--- src/mlse_pkg.sv ---
// shared types and opcode constants for the misaligned load/store emulator
package mlse_pkg;

	// result status codes
	typedef enum logic [1:0] {
		ST_OK          = 2'd0,
		ST_UNSUPPORTED = 2'd1,
		ST_FAULT       = 2'd2
	} status_t;

	// access sizes in bytes
	localparam logic [3:0] SIZE_NONE = 4'd0;
	localparam logic [3:0] SIZE_H    = 4'd2;
	localparam logic [3:0] SIZE_W    = 4'd4;
	localparam logic [3:0] SIZE_D    = 4'd8;

	// decoded access descriptor
	typedef struct packed {
		logic       valid;
		logic       store;
		logic       is_float;
		logic [3:0] size;
		logic [4:0] rd;
		logic       sign;
	} access_desc_t;

	// opcode field at bits 31:22
	localparam logic [9:0] A_LD_D  = 10'h0a3;
	localparam logic [9:0] A_LD_W  = 10'h0a2;
	localparam logic [9:0] A_LD_WU = 10'h0aa;
	localparam logic [9:0] A_LD_H  = 10'h0a1;
	localparam logic [9:0] A_LD_HU = 10'h0a9;
	localparam logic [9:0] A_ST_D  = 10'h0a7;
	localparam logic [9:0] A_ST_W  = 10'h0a6;
	localparam logic [9:0] A_ST_H  = 10'h0a5;
	localparam logic [9:0] A_FLD_D = 10'h0ae;
	localparam logic [9:0] A_FLD_S = 10'h0ac;
	localparam logic [9:0] A_FST_D = 10'h0af;
	localparam logic [9:0] A_FST_S = 10'h0ad;

	// opcode field at bits 31:24
	localparam logic [7:0] B_LDPTR_D = 8'h26;
	localparam logic [7:0] B_LDPTR_W = 8'h24;
	localparam logic [7:0] B_STPTR_D = 8'h27;
	localparam logic [7:0] B_STPTR_W = 8'h25;

	// opcode field at bits 31:15
	localparam logic [16:0] C_LDX_D  = 17'h07018;
	localparam logic [16:0] C_LDX_W  = 17'h07010;
	localparam logic [16:0] C_LDX_WU = 17'h07050;
	localparam logic [16:0] C_LDX_H  = 17'h07008;
	localparam logic [16:0] C_LDX_HU = 17'h07048;
	localparam logic [16:0] C_STX_D  = 17'h07038;
	localparam logic [16:0] C_STX_W  = 17'h07030;
	localparam logic [16:0] C_STX_H  = 17'h07028;
	localparam logic [16:0] C_FLDX_D = 17'h07068;
	localparam logic [16:0] C_FLDX_S = 17'h07060;
	localparam logic [16:0] C_FSTX_D = 17'h07078;
	localparam logic [16:0] C_FSTX_S = 17'h07070;

endpackage

--- src/mlse_decode.sv ---
// opcode decoder: instruction word to access descriptor
module mlse_decode (
	input  logic [31:0]                 instr_word,
	output mlse_pkg::access_desc_t      desc
);

	logic [9:0]  opa;
	logic [7:0]  opb;
	logic [16:0] opc;

	assign opa = instr_word[31:22];
	assign opb = instr_word[31:24];
	assign opc = instr_word[31:15];

	always_comb begin
		desc          = '0;
		desc.rd       = instr_word[4:0];
		desc.valid    = 1'b1;
		if (opa == mlse_pkg::A_LD_D || opb == mlse_pkg::B_LDPTR_D ||
				opc == mlse_pkg::C_LDX_D) begin
			desc.size = mlse_pkg::SIZE_D;
			desc.sign = 1'b1;
		end else if (opa == mlse_pkg::A_LD_W || opb == mlse_pkg::B_LDPTR_W ||
				opc == mlse_pkg::C_LDX_W) begin
			desc.size = mlse_pkg::SIZE_W;
			desc.sign = 1'b1;
		end else if (opa == mlse_pkg::A_LD_WU || opc == mlse_pkg::C_LDX_WU) begin
			desc.size = mlse_pkg::SIZE_W;
		end else if (opa == mlse_pkg::A_LD_H || opc == mlse_pkg::C_LDX_H) begin
			desc.size = mlse_pkg::SIZE_H;
			desc.sign = 1'b1;
		end else if (opa == mlse_pkg::A_LD_HU || opc == mlse_pkg::C_LDX_HU) begin
			desc.size = mlse_pkg::SIZE_H;
		end else if (opa == mlse_pkg::A_ST_D || opb == mlse_pkg::B_STPTR_D ||
				opc == mlse_pkg::C_STX_D) begin
			desc.store = 1'b1;
			desc.size  = mlse_pkg::SIZE_D;
		end else if (opa == mlse_pkg::A_ST_W || opb == mlse_pkg::B_STPTR_W ||
				opc == mlse_pkg::C_STX_W) begin
			desc.store = 1'b1;
			desc.size  = mlse_pkg::SIZE_W;
		end else if (opa == mlse_pkg::A_ST_H || opc == mlse_pkg::C_STX_H) begin
			desc.store = 1'b1;
			desc.size  = mlse_pkg::SIZE_H;
		end else if (opa == mlse_pkg::A_FLD_D || opc == mlse_pkg::C_FLDX_D) begin
			desc.is_float = 1'b1;
			desc.size     = mlse_pkg::SIZE_D;
		end else if (opa == mlse_pkg::A_FLD_S || opc == mlse_pkg::C_FLDX_S) begin
			desc.is_float = 1'b1;
			desc.size     = mlse_pkg::SIZE_W;
			desc.sign     = 1'b1;
		end else if (opa == mlse_pkg::A_FST_D || opc == mlse_pkg::C_FSTX_D) begin
			desc.store    = 1'b1;
			desc.is_float = 1'b1;
			desc.size     = mlse_pkg::SIZE_D;
		end else if (opa == mlse_pkg::A_FST_S || opc == mlse_pkg::C_FSTX_S) begin
			desc.store    = 1'b1;
			desc.is_float = 1'b1;
			desc.size     = mlse_pkg::SIZE_W;
		end else begin
			desc.valid = 1'b0;
		end
	end

endmodule

--- config.mk ---
export PLATFORM = sky130hd
export DESIGN_NAME = mlse_decode
export DESIGN_NICKNAME = d
export VERILOG_FILES = /design/src/mlse_pkg.sv /design/src/mlse_decode.sv
export SDC_FILE = /design/constraint.sdc
export NUM_CORES = 1
export LEC_CHECK = 0
export BUFFER_PORTS_ARGS = -buffer_cell sky130_fd_sc_hd__buf_2
export CAP_MARGIN = 15
export CORE_AREA = 2 2 39 41
export DETAILED_ROUTE_END_ITERATION = 10
export DIE_AREA = 0 0 41 43
export PLACE_DENSITY = 0.75
export SYNTH_ARGS = -nofsm -noshare
export SYNTH_HDL_FRONTEND = slang
export SYNTH_SLANG_ARGS = --single-unit
--- constraint.sdc ---
create_clock -name vclk -period 1.6
set_clock_uncertainty 0.2 [all_clocks]
set_input_delay 0.08 -clock vclk [all_inputs]
set_output_delay 0.08 -clock vclk [all_outputs]
set_load 0.005 [all_outputs]
==> results of run 1 <==
## where the power goes
group          switching (mW)  internal, mW
Sequential                  0             0
Combinational          0.0637        0.0660
Clock                       0             0
Total                  0.0637        0.0660
## cell families after synthesis
| logic type | share of synthesized area |
|---|---|
| and+or+nand+nor | 0.452 |
| AOI/OAI and AO/OA | 0.325 |
| buffers and inverters | 0.191 |
| muxes | 0.0232 |
| other | 0.00869 |
## per-layer routing
layer | vias up | wire length, um
li1 | 313 | -
met1 | 272 | 570
met2 | 32 | 648
met3 | 2 | 127
met4 | 0 | 14
met5 | - | 0
## through the flow
| step | TNS [ps] | util |
|---|---|---|
| 2_1_floorplan | 0 | - |
| 3_3_place_gp | -598 | 0.427 |
| 3_5_place_dp | -795 | 0.427 |
| 4_1_cts | -91.0 | 0.515 |
| 5_1_grt | -291 | 0.533 |
| 6_report | -83.6 | 0.533 |
## cells in the mapped netlist (2+ instances only)
cell / n / share of area
buf_4: 6 / 0.10
nand2_1: 6 / 0.052
nor2_1: 6 / 0.052
o21ai_0: 6 / 0.070
inv_1: 5 / 0.043
nor3_1: 3 / 0.035
a21oi_1: 2 / 0.023
a31oi_1: 2 / 0.029
clkbuf_1: 2 / 0.017
nand2b_1: 2 / 0.029
nand3_1: 2 / 0.023
nor4b_2: 2 / 0.070
or4b_1: 2 / 0.046
## cell type report
class                      count  area (um^2)
fill                         143          646
multi-input combinational     52          414
timing repair buffer          41          285
tap                           16         20.0
inverter                       5         18.8
## cell usage in the layout (no fill, tap or decap), types with 2 or more instances in the layout
cell,n
dlygate4sd3_1,5
o21ai_0,4
nand2b_1,2
nor2_1,4
nor4b_4,2
buf_2,20
buf_4,12
nand2_1,6
o21ai_1,2
nor3_4,2
inv_1,5
nand3_1,2
nor2_2,2
a31oi_1,2
buf_6,4
a21oi_1,2
## worst paths after layout
kind	startpoint	to	cells past startpoint
worst max-delay path	instr_word[25]	desc[8]	6
worst min-delay path	instr_word[19]	desc[9]	4
## repair_timing
item                       CTS  global route
gates resized for setup     14             7
setup endpoints to repair    7             6
hold buffers                 5             0
setup buffers                1             0
pin swaps                    2             4
hold endpoints to repair     5             0
==> metrics.txt, run 1 <==
hpwl dp 1060 um; Crit Path Class in -> out; sequential cell area 0 um^2; worst vdd ir 0.113 mV; slowest stage delay, CP 500 ps; critical path fanouts, max 2; non-filler cells in the finished layout 114; num ports 45; Routed Antenna Nets 0; Placed Instance Area 591 um^2; row cnt 14; First-pass DRT Iterations 4; grt peak-use layer met2; met3 GRT Util 0; RSZ-0062 raised after global routing true; Synth Warn # 0; Die Height 43 um; outcome finished with violations; f_max 606 MHz; P per Cell Area 176 nW/um^2; Synth Instances 66; GRT Overall Usage 0.159; PnR worst setup slack -50.3 ps; Area Growth Syn to Fin 71.0%; Syn Nets 98; WHS 349 ps; register area share after synthesis 0; total number of vias 619; Pleak 0.362 nW; Hold Violations, Final 0; Nets 132; worst min path class in -> out; final wirelength 1360 um; largest net degree at the start of global routing 9; Via density 5.43; CP bufs+invs 2; DRC Markers 0; placed cells 108; Place WS -162 ps; share of layout cells above drive strength 1 0.480; die area 1760 um^2; met2 Use GR 0.259; type of origin of the critical path input pin; Crit path required time 1320 ps; Slowest cell on crit path or4b_1; Tmin final 1650 ps; CP arrival 1370 ps; mean area per synthesized cell 6.54 um^2; Starting Density 0.312; first-pass GRT wire length 2080 um; Yosys cell types 33; failing checks setup timing; met1 Use GR 0.231; CP cell instances buf_6, nor4_4, nand4_2, or4b_1, o311ai_2, buf_2; gr ovfl total 0; number of global-route vias before repair 529; Iteration-0 DRC Markers 17; Post-Synthesis Cell Area 432 um^2; clock buffers 0; final setup vio count 2; placer congestion estimate 0.775; Inserted Diodes 0; I/O Buffers 24; Routed WL per cell 11.9 um; initial antenna violation count 0; Worst setup EP type primary output; Seq cells 0; total of max-cap violations 0; Crit path max-delay family simple AND/OR/NAND/NOR gates; area of the core 1380 um^2; post-route cell area 738 um^2; crit share post-route 1.03; chip width 41 um; PnR Total Power 130 uW; Slew Viols, Final 0
No activity file was read; power rests on OpenSTA's default activity.
==> run 2: changes to the inputs <==
Settings changed: SKIP_LAST_GASP set to 1.
==> run 2 against run 1 <==
Net effect: the run still ends with setup timing left; critical path depth unchanged; first-iteration DRC count is 18% higher; setup slack about the same; final area shrank 1.2%; utilization decreased by 0.63 points; final cell count is the same.
==> metrics.txt, run 2 (synthesis results as in run 1) <==
outcome finished with violations; failing checks setup timing; number of global-route vias before repair 529 (unchanged); worst vdd ir 0.113 mV (-0.19%); Inserted Diodes 0 (unchanged); PnR worst setup slack -50.0 ps (+0.324 ps); commonest cells after routing, fill and taps aside buf_2, buf_4, nand2_1; Area Growth Syn to Fin 69.0%; First-pass DRT Iterations 4 (unchanged); num ports 45 (unchanged); min-delay src instr_word[19]; area of the core 1380 um^2 (unchanged); Crit Path Class in -> out; Hold Violations, Final 0 (unchanged); RSZ-0062 raised after global routing true; largest net degree at the start of global routing 9 (unchanged); Routed Antenna Nets 0 (unchanged); hpwl dp 1060 um (unchanged); initial antenna violation count 0 (unchanged); die area 1760 um^2 (unchanged); critical path fanouts, max 2 (unchanged); worst min path class in -> out; DRC Markers 0 (unchanged); placed cells 108 (unchanged); Slew Viols, Final 0 (unchanged); Pleak 0.360 nW (-0.52%); Via density 5.40 (-0.48%); first-pass GRT wire length 2080 um (unchanged); Crit path required time 1320 ps (about the same); type of origin of the critical path input pin; non-filler cells in the finished layout 114 (unchanged); placer congestion estimate 0.775 (unchanged); clock buffers 0 (unchanged); Die Height 43 um (unchanged); Worst Setup SP instr_word[25]; Seq cells 0 (unchanged); final wirelength 1340 um (-1.2%); Tmin final 1650 ps (-0.324 ps); Starting Density 0.312 (unchanged); CP arrival 1370 ps (about the same); gr ovfl total 0 (unchanged); f_max 606 MHz (about the same); final setup vio count 2 (unchanged); total of max-cap violations 0 (unchanged); row cnt 14 (unchanged); crit share post-route 1.03 (about the same); total number of vias 616 (-0.48%); Routed WL per cell 11.8 um (-1.2%); Worst setup EP type primary output; share of layout cells above drive strength 1 0.469 (-0.0102); Nets 132 (unchanged); sequential cell area 0 um^2 (unchanged); Iteration-0 DRC Markers 20 (+3); chip width 41 um (unchanged); I/O Buffers 24 (unchanged); most common cell after layout, fill and taps aside buf_2; P per Cell Area 175 nW/um^2 (-0.59%); GRT Overall Usage 0.159 (unchanged); PnR Total Power 127 uW (-1.8%)
run 2: cell counts in the layout (fill, tap and decap cells not counted):
Identical to the previous run, type by type.
run 2: path summary, 6_finish.rpt:
path / to / slack (ps) / cells past startpoint
setup / recovery: desc[8] / -50 / 6
hold / removal: desc[9] / 350 / 4
run 2: cell type report:
cell class	instances	area, um^2
inverter	5	18.8
fill	144	654
multi-input combinational	52	412
timing repair buffer	41	279
tap	16	20.0
run 2: what timing repair did:
| action | in CTS | in global routing |
|---|---|---|
| hold endpoints to repair | 5 | 0 |
| endpoints found under the setup margin | 7 | 6 |
| hold buffers | 5 | 0 |
| pin swaps | 2 | 3 |
| gates resized for setup | 13 | 6 |
| buffers inserted | 1 | 0 |
run 2: where the power goes:
group	internal, mW	switching, mW
combinational	0.0645	0.0630
sequential	0	0
clock	0	0
total	0.0645	0.0630
run 2: worst max-delay path, stage by stage:
cell and delay, ps:
buf_6 100, nor4_4 310, nand4_2 140, or4b_1 500
o311ai_2 90, buf_2 150
run 2: routing by layer:
layer / vias to the layer above / track usage / share of wire
li1: 311 / - / -
met1: 265 / 0.231 / 0.40
met2: 38 / 0.259 / 0.48
met3: 2 / 0 / 0.10
met4: 0 / 0.0200 / 0.010
met5: - / 0 / 0
run 2: through the flow:
stage	util	hold slack (ps)	setup slack [ps]	cell area, um^2	TNS (ps)
2_1_floorplan	-	40.8	94.6	432	0
3_3_place_gp	0.427	-40.0	-120	591	-598
3_5_place_dp	0.427	-40.0	-162	591	-795
4_1_cts	0.515	344	-63.1	713	-115
5_1_grt	0.527	385	-122	729	-329
6_report	0.527	349	-50.0	729	-99.0
==> run 3: changes to the inputs <==
Settings changed: SETUP_SLACK_MARGIN set to 0.5.
==> run 3 against run 2 <==
Net effect: the flow still finishes with violations (setup timing); count of clock-buffer cells in the layout unchanged; final area rose by 10%; power grew 10%; critical path type unchanged; largest power group unchanged.
==> metrics.txt, run 3 (synthesis results as in run 1) <==
outcome finished with violations; failing checks setup timing; placer congestion estimate 0.783 (+1.0%); Starting Density 0.312 (unchanged); Seq cells 0 (unchanged); first-pass GRT wire length 2100 um (+1.3%); First-pass DRT Iterations 4 (unchanged); initial antenna violation count 0 (unchanged); Nets 133 (+0.76%); Internal Pwr Total 70.3 uW (+9.1%); Routed Antenna Nets 0 (unchanged); clock share of power 0 (unchanged); PnR worst setup slack -52.3 ps (-2.35 ps); critical path fanouts, max 5 (+3); share of layout cells above drive strength 1 0.535 (+0.0660); Pleak 0.376 nW (+4.5%); Crit Path Class in -> out; worst min path class in -> out; Psw 70.0 uW (+11%); wire length on met3 91 um (-35%); chip width 41 um (unchanged); Inserted Diodes 0 (unchanged); Die Height 43 um (unchanged); RSZ-0062 raised after global routing true; gr ovfl total 0 (unchanged); largest net degree at the start of global routing 9 (unchanged); worst vdd ir 0.0823 mV (-27%); final setup vio count 5 (+3); Slowest cell on crit path nor4_4; GRT Overall Usage 0.160 (+0.00116); total of max-cap violations 0 (unchanged); commonest cells after routing, fill and taps aside buf_2, buf_6, buf_4; Routed WL per cell 13.5 um (+14%); sequential share of power 0 (unchanged); Hold Violations, Final 0 (unchanged); f_max 605 MHz (-0.14%); crit share post-route 1.03 (+0.00147); Combinational Power Share 1.000 (about the same); P per Cell Area 174 nW/um^2 (-0.21%); Top Layer Used met3; final wirelength 1550 um (+15%); switch share 0.499 (+0.00436); total number of vias 636 (+3.2%); type of origin of the critical path input pin; CP bufs+invs 4 (+2); CP cell instances buf_2, nor4_4, nand4_2, buf_6, buf_6, nor2_4, a32oi_2, nand4_1, buf_2; PnR Total Power 140 uW (+10%); die area 1760 um^2 (unchanged); met2 WL 916 um (+42%); WL met1 539 um (-0.92%); slowest stage delay, CP 300 ps (-200 ps); Crit path required time 1320 ps (about the same); I/O Buffers 24 (unchanged); Setup Total Neg Slack -182 ps (-82.7 ps); Area Growth Syn to Fin 86.4%; CP arrival 1370 ps (about the same); DRC Markers 0 (unchanged); row cnt 14 (unchanged); Tmin final 1650 ps (+2.35 ps); sequential cell area 0 um^2 (unchanged); Via density 5.53 (+2.3%); Slew Viols, Final 0 (unchanged); Iteration-0 DRC Markers 4 (-80%); most common cell after layout, fill and taps aside buf_2; clock buffers 0 (unchanged); num ports 45 (unchanged); area of the core 1380 um^2 (unchanged); Worst setup EP type primary output; hpwl dp 1130 um (+6.5%); number of global-route vias before repair 556 (+5.1%); Crit path max-delay family simple AND/OR/NAND/NOR gates
## run 3: changes by cell type in the layout (fill, tap and decap cells not counted), sizes merged
cell / previous run / this run
buf: 36 / 37
## run 3: through the flow
stage	hold WS (ps)	setup slack (ps)	utilization	std cells	instance area (um^2)
after detailed placement	-40.0	-105	0.449	108	622
after floorplan	40.8	155	-	66	474
after global routing	372	-122	0.581	115	805
after CTS	345	-44.1	0.524	113	724
final	345	-52.3	0.581	115	805
after global placement	-40.0	-67.0	0.449	108	622
## run 3: per-layer routing
layer / track usage / vias up
met5: 0 / -
met4: 0.0200 / 0
met3: 0.0105 / 0
met2: 0.297 / 24
met1: 0.190 / 299
li1: - / 313
## run 3: final timing paths
| kind | slack (ps) | end | from | depth (start not counted) |
|---|---|---|---|---|
| setup / recovery | -50 | desc[12] | instr_word[24] | 9 |
| hold / removal | 340 | desc[10] | instr_word[20] | 4 |
## run 3: area by class of cell
type | count | area (um^2)
fillers | 134 | 579
multi-input cells | 52 | 452
repair buffers | 42 | 314
well taps | 16 | 20.0
inverters | 5 | 18.8
## run 3: power groups by stage
| stage | clock network, mW | logic [mW] | registers (mW) |
|---|---|---|---|
| after floorplan | 0 | 0.0594 | 0 |
| after global placement | 0 | 0.100 | 0 |
| after detailed placement | 0 | 0.103 | 0 |
| after CTS | 0 | 0.126 | 0 |
| after global routing | 0 | 0.153 | 0 |
| final | 0 | 0.140 | 0 |
## run 3: timing repair
action	4_1_cts	5_1_grt
hold endpoints to repair	5	0
pin swaps	3	6
hold buffers	5	0
setup buffers	0	2
gates resized for setup	11	14
endpoints found under the setup margin	7	7
